### config.mk
export PLATFORM = sky130hd
export DESIGN_NAME = srfifo_ctrl
export DESIGN_NICKNAME = d
export VERILOG_FILES = /design/src/design/srfifo_pkg.sv /design/src/design/srfifo_ctrl.sv
export SDC_FILE = /design/constraint.sdc
export NUM_CORES = 1
export LEC_CHECK = 0
export BUFFER_PORTS_ARGS = -buffer_cell sky130_fd_sc_hd__buf_4
export CAP_MARGIN = 0
export CORE_AREA = 5 5 42 44
export CTS_CLUSTER_DIAMETER = 50
export DETAILED_ROUTE_END_ITERATION = 7
export DIE_AREA = 0 0 47 49
export PLACE_DENSITY = 0.33
export REMOVE_ABC_BUFFERS = 1
export SKIP_LAST_GASP = 1
export SLEW_MARGIN = 20
export SYNTH_ARGS = -nofsm -noshare
export SYNTH_HDL_FRONTEND = slang
export SYNTH_SLANG_ARGS = --single-unit
### constraint.sdc
create_clock -name i_clk -period 0.8 [get_ports i_clk]
set_input_delay 0.04 -clock i_clk [delete_from_list [all_inputs] [get_ports i_clk]]
set_output_delay 0.04 -clock i_clk [all_outputs]
set_load 0.01 [all_outputs]
### src/design/srfifo_pkg.sv
package srfifo_pkg;

    // Storage geometry. The depth is a power of two, so the pointers wrap by themselves.
    localparam int DEPTH    = 1024;
    localparam int PTR_W    = $clog2(DEPTH);
    localparam int SAMPLE_W = 32;
    localparam int MAX_POP  = 64;
    localparam int COUNT_W  = 7;
    localparam int OCC_W    = 10;

    // Result status codes.
    typedef enum logic [1:0] {
        STAT_PUSHED  = 2'd0,
        STAT_DROPPED = 2'd1,
        STAT_POPPED  = 2'd2,
        STAT_REFUSED = 2'd3
    } t_status;

    // Item kinds.
    localparam logic KIND_PUSH = 1'b0;
    localparam logic KIND_POP  = 1'b1;

    // Commands from the controller to the datapath.
    typedef struct packed {
        logic do_push;    // Write the sample and report a push.
        logic do_drop;    // Report a dropped push.
        logic do_refuse;  // Report a refused pop.
        logic pop_start;  // Read the oldest sample and load the pop count.
        logic pop_emit;   // Deliver the read sample and fetch the next one unless it is the final one.
    } t_cmd;

    // Status from the datapath to the controller.
    typedef struct packed {
        logic full;       // No free entry is left.
        logic pop_ok;     // The requested count is legal and available.
        logic rem_last;   // The sample being delivered is the final one.
        logic out_free;   // The output register can take a result this cycle.
    } t_dp_stat;

endpackage

### src/design/srfifo_ctrl.sv
module srfifo_ctrl (
    input  logic                 i_clk,
    input  logic                 i_rst_n,
    input  logic                 i_in_valid,
    input  logic                 i_in_kind,
    input  srfifo_pkg::t_dp_stat i_stat,
    output logic                 o_in_ready,
    output srfifo_pkg::t_cmd     o_cmd
);

    typedef enum logic {
        ST_IDLE,
        ST_POP
    } t_state;

    t_state           r_state;
    t_state           n_state;
    srfifo_pkg::t_cmd n_cmd;
    logic             n_in_ready;

    // Decode the next state and the datapath commands.
    always_comb begin
        n_state    = r_state;
        n_cmd      = '0;
        n_in_ready = 1'b0;
        unique case (r_state)
            ST_IDLE: begin
                n_in_ready = i_stat.out_free;
                if (i_in_valid && i_stat.out_free) begin
                    if (i_in_kind == srfifo_pkg::KIND_PUSH) begin
                        n_cmd.do_push = !i_stat.full;
                        n_cmd.do_drop = i_stat.full;
                    end else if (i_stat.pop_ok) begin
                        n_cmd.pop_start = 1'b1;
                        n_state         = ST_POP;
                    end else begin
                        n_cmd.do_refuse = 1'b1;
                    end
                end
            end
            ST_POP: begin
                if (i_stat.out_free) begin
                    n_cmd.pop_emit = 1'b1;
                    if (i_stat.rem_last) begin
                        n_state = ST_IDLE;
                    end
                end
            end
            default: begin
                n_state = ST_IDLE;
            end
        endcase
    end

    // State register.
    always_ff @(posedge i_clk) begin
        if (!i_rst_n) begin
            r_state <= ST_IDLE;
        end else begin
            r_state <= n_state;
        end
    end

    assign o_in_ready = n_in_ready;
    assign o_cmd      = n_cmd;

endmodule

**Word-level counts from Yosys, hierarchy flattened**

Cells that the tools add are included.
Widths: inputs -> output; s select.

- Register bits: 1
- Logic and storage cells: 18
- Output and inout port bits: 6
- Bits in writable memories: 0
- Latch bits: 0
- Input bits: 8
- ROM bits: 0
- Memories kept: 0

- Bitwise logic cells: 1
- Reduce and logical (&&, ||, !) cells: 2
- Mux-type cells: 14
- Order comparisons: 0
- $add $sub $neg: 0
- Div/mod/pow operators: 0
- Equal/unequal tests: 0
- Multipliers: 0
- Shift-type cells: 0

Operators with widths:

| cell | count |
|---|---|
| $mux 1 | 9 |
| $mux 4 | 2 |
| $mux 2 | 2 |
| $pmux 1 s2 | 1 |
| $logic_and 1x1->1 | 1 |
| $logic_not 1->1 | 1 |
| $not 1->1 | 1 |

**Longest topological paths before layout**

Gate-level depths: netlist of the first run.

- Depth in word-level cells: 4
- Mapped depth: 2
- Depth with buffers taken out: 2

**Worst setup path before layout of the first run**

OpenSTA, ideal clock, no wires.

- Path kind: reg-to-output
- Start: reg r_state
- End: out o_cmd[4] (netlist bit)
- Path slack: 0.008 ns
- Arrival time: 0.752 ns
- Buffers on the path: 0
- Data required time: 0.760 ns
- Cell stages (with the launch flop): 3
- Cell sequence: dfxtp_1 > nand3b_1 > nor3_1

RTL lines:

| what | line | text |
|---|---|---|
| start: declaration | srfifo_ctrl.sv:16 | `t_state r_state;` |
| start signal: assignment | srfifo_ctrl.sv:60 | `r_state <= n_state;` |
| end: declaration | srfifo_ctrl.sv:8 | `output srfifo_pkg::t_cmd o_cmd` |

==> results of run 1 <==
==> worst paths after layout <==
kind / startpoint / end / slack (ns) / cells past startpoint
min: i_rst_n / r_state / 0.25 / 2
min reg2reg: r_state / r_state / 0.59 / 2
max: r_state / o_cmd[3] / -0.06 / 3
max reg2reg: r_state / r_state / 0.05 / 2
==> critical path: stages (launching register included) <==
cell and delay (ns):
dfxtp_2 0.30, nand3b_1 0.19, nor3b_2 0.18, buf_4 0.15
==> layout by cell type, fill, tap and decap left out <==
cell       synthesis  layout
nor3_2             0       1
buf_4              0      14
dfxtp_2            0       1
nand2_1            1       1
nand3b_1           1       1
o2bb2ai_1          1       1
and2b_2            1       1
nand4b_1           1       1
a21boi_0           1       1
nor3b_2            1       1
nor2_1             2       2
inv_1              1       1
and2_2             1       1
==> repair_timing <==
| item | CTS | global route |
|---|---|---|
| buffers inserted | 1 | 0 |
| pin swaps | 1 | 0 |
| gates resized for setup | 2 | 0 |
| hold buffers | 0 | 0 |
| setup endpoints to repair | 4 | 5 |
==> layout make-up <==
type	count	area, sq um	area share
flip-flops and latches	1	21.3	0.0914
inverters	1	3.75	0.0161
well taps	16	20.0	0.0860
multi-input cells	11	82.6	0.355
repair buffers	14	105	0.452
==> report_power, final <==
group	internal (mW)	switching (mW)	total (mW)
Combinational	0.0453	0.0309	0.0762
Sequential	0.0527	0.00104	0.0538
Clock	0	0	0
Total	0.0981	0.0320	0.130
==> metal layers <==
metal,track usage,vias up,share of wire
met4,0,0,0
met3,0.0185,0,0.24
met2,0.0543,14,0.23
li1,-,75,-
met1,0.0741,63,0.53
met5,0,-,0
==> cell families (layout without fill, tap and decap cells) <==
logic type,Yosys count,count (layout),share of synthesized area
buffers and inverters,1,15,0.0370
AND/OR/NAND/NOR,9,9,0.605
flip-flops,1,1,0.198
AO/OA/AOI/OAI,2,2,0.161
==> through the flow <==
stage / utilization / setup WS [ns] / TNS (ns) / std cells / hold WS [ns]
5_1_grt: 0.166 / -0.105 / -0.360 / 43 / 0.264
3_3_place_gp: 0.156 / -0.0753 / -0.135 / 42 / 0.255
6_report: 0.166 / -0.0631 / -0.156 / 43 / 0.254
3_5_place_dp: 0.156 / -0.0899 / -0.204 / 42 / 0.259
4_1_cts: 0.166 / -0.0608 / -0.139 / 43 / 0.257
2_1_floorplan: - / 0.00798 / 0 / 13 / 0.114
==> summary.md, run 1 <==
| Metric | Value |
|---|---|
| Status | finished with violations |
| Failing checks | setup timing |
| Most numerous cell in the Yosys netlist | nor2_1 |
| Core area | 0.00140 sq mm |
| Via count | 152 |
| Global route overflow | 0 |
| Initial Util | 0.0723 |
| Final setup vio count | 4 |
| Post-synth top flop | dfxtp_1 |
| Register with the most flip-flops | r_state |
| Die area | 0.00230 sq mm |
| Final worst path period need | 0.863 ns |
| Net count, final | 37 |
| # DRC | 0 |
| Synth top area cells | dfxtp_1 20%, nor3b_2 12%, and2b_2 8.6% |
| Share of cells above drive strength 1 | 0.704 |
| Register bit total from synthesis | 1 |
| Number of port buffers | 13 |
| Synthesized area per cell | 7.80 sq um |
| Number of placement rows | 14 |
| ANT nets after route | 0 |
| Starting DRT DRC Count | 4 |
| Crit Path Class | flop to output port |
| Total power divided by cell area | 559 mW/mm^2 |
| EDFF count, synth | 0 |
| Clock latency on the worst-skew pair | 0 ns |
| Area Growth Syn to Fin | 130% |
| Die Width | 47 microns |
| Power, Total | 130 uW |
| Top flop regs | r_state: 1 flops |
| Area leader, netlist | dfxtp_1 |
| CP endpoint kind | output port |
| Worst Setup Start Kind | flop |
| Ant. Diodes | 0 |
| Number of global-route vias before repair | 181 |
| Largest vdd supply drop | 242 uV |
| Post-Synthesis Cells | 13 |
| Tcrit/Tclk final | 1.08 |
| Die Y | 49 microns |
| IO Pins | 14 |
| Crit path DAT | 0.82 ns |
| Critical path fanouts, max | 4 |
| Max-slew violations | 0 |
| Critical Path RT | 0.76 ns |
| RSZ-0062 raised after global routing | yes |
| Post-synthesis cell type count | 12 |
| Setup ws final | -0.0631 ns |
| Vias per cell | 3.53 |
| Syn. warnings | 0 |
| Post-Syn Area | 101 sq um |
| Sequential share of the synthesized area | 0.198 |
| FFs w/ async S/R, synth | 0 |
| Largest net degree at the start of global routing | 6 |
| Design area | 233 sq um |
| Initial antenna violation count | 0 |
| Pleak | 0.110 nW |
| DRT Pass-1 Iters | 4 |
| First-pass GRT wire length | 821 microns |
| Worst Skew | 0 ns |
| Yosys top cell area share | 0.198 |
| Final Hold Viols | 0 |
| Drt total wl | 440 microns |
| GP Congestion | 0.736 |
| Achievable Freq | 1.16 GHz |
| Max reg flops | 1 |
| Worst slew margin | 0.863 |
| Hold crit path type | primary input to flop |
| Clock transition at path regs | 0 ns |
| Fill count | 169 |
| GRT Total Usage | 0.0442 |
| Maxcap violations | 0 |
| Least-Margin Pin Slew | 0.203 ns |
| WL/cell | 10.2 microns |
| DP Area | 219 sq um |
Power figures use the tool's default switching activity.
==> inputs of run 2 (changes only) <==
Settings changed: SETUP_SLACK_MARGIN set to 0.1.
==> summary.md, run 2 (synthesized netlist as in run 1, its figures left out) <==
| Metric | Value |
|---|---|
| Status | finished with violations (unchanged) |
| Failing checks | setup timing (unchanged) |
| Critical Path RT | 0.76 ns (about the same) |
| CP endpoint kind | output port (unchanged) |
| Design area | 241 sq um (was 233 sq um) |
| RSZ-0062 raised after global routing | yes (unchanged) |
| Die Y | 49 microns (unchanged) |
| Max-slew violations | 0 (unchanged) |
| Hold buffer count at CTS | 0 (unchanged) |
| Clock transition at path regs | 0 ns (about the same) |
| Dpl cells | 42 (unchanged) |
| Hold crit path type | primary input to flop (unchanged) |
| Most frequent cells in the layout | 12 x buf_4, 2 x nor2_1, 2 x buf_6 (was 14 x buf_4, 2 x nor2_1) |
| Pleak | 0.113 nW (was 0.110 nW) |
| Via count | 156 (was 152) |
| Clock latency on the worst-skew pair | 0 ns (about the same) |
| Final Core Density | 0.172 (was 0.166) |
| GRT Total Usage | 0.0442 (unchanged) |
| Register with the most flip-flops | r_state (unchanged) |
| Maxcap violations | 0 (unchanged) |
| Final Hold Viols | 0 (unchanged) |
| Ant. Diodes | 0 (unchanged) |
| Net count, final | 37 (unchanged) |
| Share of cells above drive strength 1 | 0.704 (unchanged) |
| Initial antenna violation count | 0 (unchanged) |
| Pre-CTS WS | -0.0899 ns (unchanged) |
| Setup ws final | -0.0646 ns (was -0.0631 ns) |
| Vias per cell | 3.63 (was 3.53) |
| Crit Path Class | flop to output port (unchanged) |
| Starting DRT DRC Count | 4 (unchanged) |
| DP Area | 219 sq um (unchanged) |
| Achievable Freq | 1.16 GHz (about the same) |
| GP Congestion | 0.736 (unchanged) |
| # DRC | 0 (unchanged) |
| ANT nets after route | 0 (unchanged) |
| Final worst path period need | 0.865 ns (was 0.863 ns) |
| Final Non-Filler Cells | 43 (unchanged) |
| Crit path DAT | 0.82 ns (about the same) |
| Tcrit/Tclk final | 1.08 (about the same) |
| Max reg flops | 1 (unchanged) |
| Core area | 0.00140 sq mm (unchanged) |
| Largest vdd supply drop | 247 uV (was 242 uV) |
| Hold slack | 0.254 ns (unchanged) |
| Critical path fanouts, max | 4 (unchanged) |
| Most common cell after layout, fill and taps aside | buf_4 (unchanged) |
| Die Width | 47 microns (unchanged) |
| Number of port buffers | 13 (unchanged) |
| WL/cell | 10.2 microns (unchanged) |
| Largest net degree at the start of global routing | 6 (unchanged) |
| DRT Pass-1 Iters | 4 (unchanged) |
| Die area | 0.00230 sq mm (unchanged) |
| Initial Util | 0.0723 (unchanged) |
| Top flop regs | r_state: 1 flops (unchanged) |
| Worst Setup Start Kind | flop (unchanged) |
| Number of global-route vias before repair | 180 (was 181) |
| Worst Skew | 0 ns (unchanged) |
| Global route overflow | 0 (unchanged) |
| Worst slew margin | 0.882 (was 0.863) |
| Drt total wl | 440 microns (unchanged) |
| Area Growth Syn to Fin | 138% (was 130%) |
| IO Pins | 14 (unchanged) |
| Number of placement rows | 14 (unchanged) |
| Final setup vio count | 4 (unchanged) |
| Least-Margin Pin Slew | 0.176 ns (was 0.203 ns) |
| Total power divided by cell area | 558 mW/mm^2 (was 559 mW/mm^2) |
| First-pass GRT wire length | 821 microns (unchanged) |
## run 2: cell counts in the layout (fill, tap and decap cells not counted)
No cell type changed its count.
## run 2: path summary, 6_finish.rpt
kind / from / endpoint / slack (ns) / depth (start not counted)
setup / recovery: r_state / o_cmd[3] / -0.06 / 3
hold reg to reg: r_state / r_state / 0.59 / 2
hold / removal: i_rst_n / r_state / 0.25 / 2
setup reg to reg: r_state / r_state / 0.05 / 2
## run 2: final cells by class
type                       count  area [sq um]
fill                         169          1160
inverter                       1          3.75
multi-input combinational     11          83.8
sequential                     1          21.3
tap                           16          20.0
timing repair buffer          14           113
## run 2: what timing repair did
item | 4_1_cts | 5_1_grt
setup buffers | 1 | 0
endpoints found under the setup margin | 6 | 7
cloned | 0 | 0
pin swaps | 1 | 0
gates resized for setup | 3 | 3
## run 2: layer usage
metal,track usage,share of wire
met5,0,0
met4,0,0
met3,0.0185,0.25
met2,0.0543,0.23
met1,0.0741,0.52
## run 2: stage by stage
stage	power [mW]	setup TNS [ns]
2_1_floorplan	0.0758	0
3_3_place_gp	0.125	-0.135
3_5_place_dp	0.126	-0.204
4_1_cts	0.133	-0.139
5_1_grt	0.143	-0.348
6_report	0.135	-0.161
## run 2: where the power goes
group / leakage [nW] / total, mW / switching [mW] / internal [mW]
registers: 0.00859 / 0.0538 / 0.00110 / 0.0527
logic: 0.104 / 0.0808 / 0.0323 / 0.0485
clock network: 0 / 0 / 0 / 0
## run 2: critical path, cell delays in order (launching register included)
cell and delay, ns:
dfxtp_2 0.30, nand3b_1 0.19, nor3b_2 0.18, buf_4 0.15
==> inputs of run 3 (changes only) <==
Settings changed: HOLD_SLACK_MARGIN set to 0.02, MAX_ROUTING_LAYER set to met4.
==> summary.md, run 3 (synthesized netlist as in run 1, its figures left out) <==
| Metric | Value |
|---|---|
| Largest net degree at the start of global routing | 6 (unchanged) |
| Worst slew margin | 0.882 (unchanged) |
| Initial Util | 0.0723 (unchanged) |
| DP Area | 219 sq um (unchanged) |
| Maxcap violations | 0 (unchanged) |
| First-pass GRT wire length | 821 microns (unchanged) |
| M3 GR Usage | 0.0148 (was 0.0185) |
| Hold crit path type | primary input to flop (unchanged) |
| Reg2Reg Setup Slack | 0.05 ns (about the same) |
| Top flop regs | r_state: 1 flops (unchanged) |
| Hold Path Origin | i_rst_n (unchanged) |
| Reg2Reg Capture Point | r_state (unchanged) |
| Final Hold Viols | 0 (unchanged) |
| RSZ-0062 raised after global routing | yes (unchanged) |
| WHS Path Cells | 2 (unchanged) |
| Number of placement rows | 14 (unchanged) |
| Largest vdd supply drop | 247 uV (about the same) |
| Tcrit/Tclk final | 1.08 (about the same) |
| Crit Path Class | flop to output port (unchanged) |
| Drt total wl | 440 microns (unchanged) |
| Hold buffer count at CTS | 0 (unchanged) |
| Clock transition at path regs | 0 ns (about the same) |
| Ant. Diodes | 0 (unchanged) |
| Least-Margin Pin Slew | 0.176 ns (unchanged) |
| Crit-path cells | nand3b_1 > nor3b_2 > buf_4 (unchanged) |
| Number of global-route vias before repair | 180 (unchanged) |
| Status | finished with violations (unchanged) |
| DRT Pass-1 Iters | 4 (unchanged) |
| # DRC | 0 (unchanged) |
| Worst Hold Path EP | r_state (unchanged) |
| Critical path fanouts, max | 4 (unchanged) |
| Fill count | 169 (unchanged) |
| R2R depth | 2 (unchanged) |
| Met2 usage | 0.0543 (unchanged) |
| Number of port buffers | 13 (unchanged) |
| Setup ws final | -0.0646 ns (about the same) |
| Share of cells above drive strength 1 | 0.704 (unchanged) |
| Critical Path Max Stage Delay | 0.30 ns (about the same) |
| RR Startpoint | r_state (unchanged) |
| Worst Skew | 0 ns (unchanged) |
| Area Growth Syn to Fin | 138% (unchanged) |
| Final setup vio count | 4 (unchanged) |
| Via count | 156 (unchanged) |
| Core area | 0.00140 sq mm (unchanged) |
| Crit path DAT | 0.82 ns (about the same) |
| Final worst path period need | 0.865 ns (about the same) |
| Die area | 0.00230 sq mm (unchanged) |
| Design area | 241 sq um (unchanged) |
| Net count, final | 37 (unchanged) |
| Clock latency on the worst-skew pair | 0 ns (about the same) |
| Slowest CP cell | dfxtp_2 (unchanged) |
| Power, Total | 135 uW (about the same) |
| Max-slew violations | 0 (unchanged) |
| Initial antenna violation count | 0 (unchanged) |
| Total power divided by cell area | 558 mW/mm^2 (about the same) |
| Dpl cells | 42 (unchanged) |
| Pleak | 0.113 nW (unchanged) |
| CP endpoint kind | output port (unchanged) |
| Pre-CTS WS | -0.0899 ns (unchanged) |
| Global route overflow | 0 (unchanged) |
| Failing checks | setup timing (unchanged) |
| GRT busiest layer | met1 (unchanged) |
| Die Y | 49 microns (unchanged) |
| GP Congestion | 0.745 (was 0.736) |
| Register with the most flip-flops | r_state (unchanged) |
| Achievable Freq | 1.16 GHz (about the same) |
| Most frequent cells in the layout | 12 x buf_4, 2 x nor2_1, 2 x buf_6 (unchanged) |
| Max reg flops | 1 (unchanged) |
| GRT Total Usage | 0.0454 (was 0.0442) |
| Critical Path RT | 0.76 ns (about the same) |
| Met1 GRT Util | 0.0763 (was 0.0741) |
| IO Pins | 14 (unchanged) |
| Final Non-Filler Cells | 43 (unchanged) |
| Worst Setup Start Kind | flop (unchanged) |
| Most common cell after layout, fill and taps aside | buf_4 (unchanged) |
| Hold slack | 0.254 ns (about the same) |
| WL/cell | 10.2 microns (unchanged) |
| Die Width | 47 microns (unchanged) |
| Starting DRT DRC Count | 4 (unchanged) |
| ANT nets after route | 0 (unchanged) |
| Vias per cell | 3.63 (unchanged) |
-- run 3: cell counts in the layout (fill, tap and decap cells not counted) --
No cell type changed its count.
-- run 3: power by group --
group	internal [mW]	switching, mW
clock	0	0
sequential	0.0527	0.00110
combinational	0.0485	0.0323
total	0.101	0.0334
-- run 3: per-layer routing --
metal  up-vias  wire, microns
li1         75              -
met1        65            236
met2        16            101
met3         0            102
met4         0              0
met5         -              0
-- run 3: stage by stage --
stage	setup TNS [ns]	utilization
4_1_cts	-0.139	0.169
3_3_place_gp	-0.135	0.156
6_report	-0.163	0.172
2_1_floorplan	0	-
3_5_place_dp	-0.204	0.156
5_1_grt	-0.348	0.172
-- run 3: cell type report --
type	count	area [sq um]	share of cell area
flip-flops and latches	1	21.3	0.0881
well taps	16	20.0	0.0829
repair buffers	14	113	0.466
multi-input cells	11	83.8	0.347
inverters	1	3.75	0.0155
-- run 3: repair_timing --
item | CTS | global route
setup endpoints to repair | 6 | 7
pin swaps | 1 | 0
resized for setup | 3 | 3
cloned | 0 | 0
hold endpoints to repair | 0 | 0
buffers inserted | 1 | 0
-- run 3: critical path: cells and delay by family, from the launching register on --
| kind | cells | cell delay [ns] |
|---|---|---|
| buffers and inverters | 1 | 0.15 |
| DFF | 1 | 0.30 |
| and+or+nand+nor | 2 | 0.37 |
-- run 3: how the worst max path moves through the flow --
stage | cells past startpoint | start | slack (ns) | end
floorplan | 2 | r_state | 0.008 | o_cmd[4]
global placement | 3 | r_state | -0.08 | o_cmd[4]
detailed placement | 3 | r_state | -0.09 | o_cmd[4]
CTS | 3 | r_state | -0.06 | o_cmd[3]
global route | 3 | r_state | -0.11 | o_cmd[3]
finish | 3 | r_state | -0.06 | o_cmd[3]
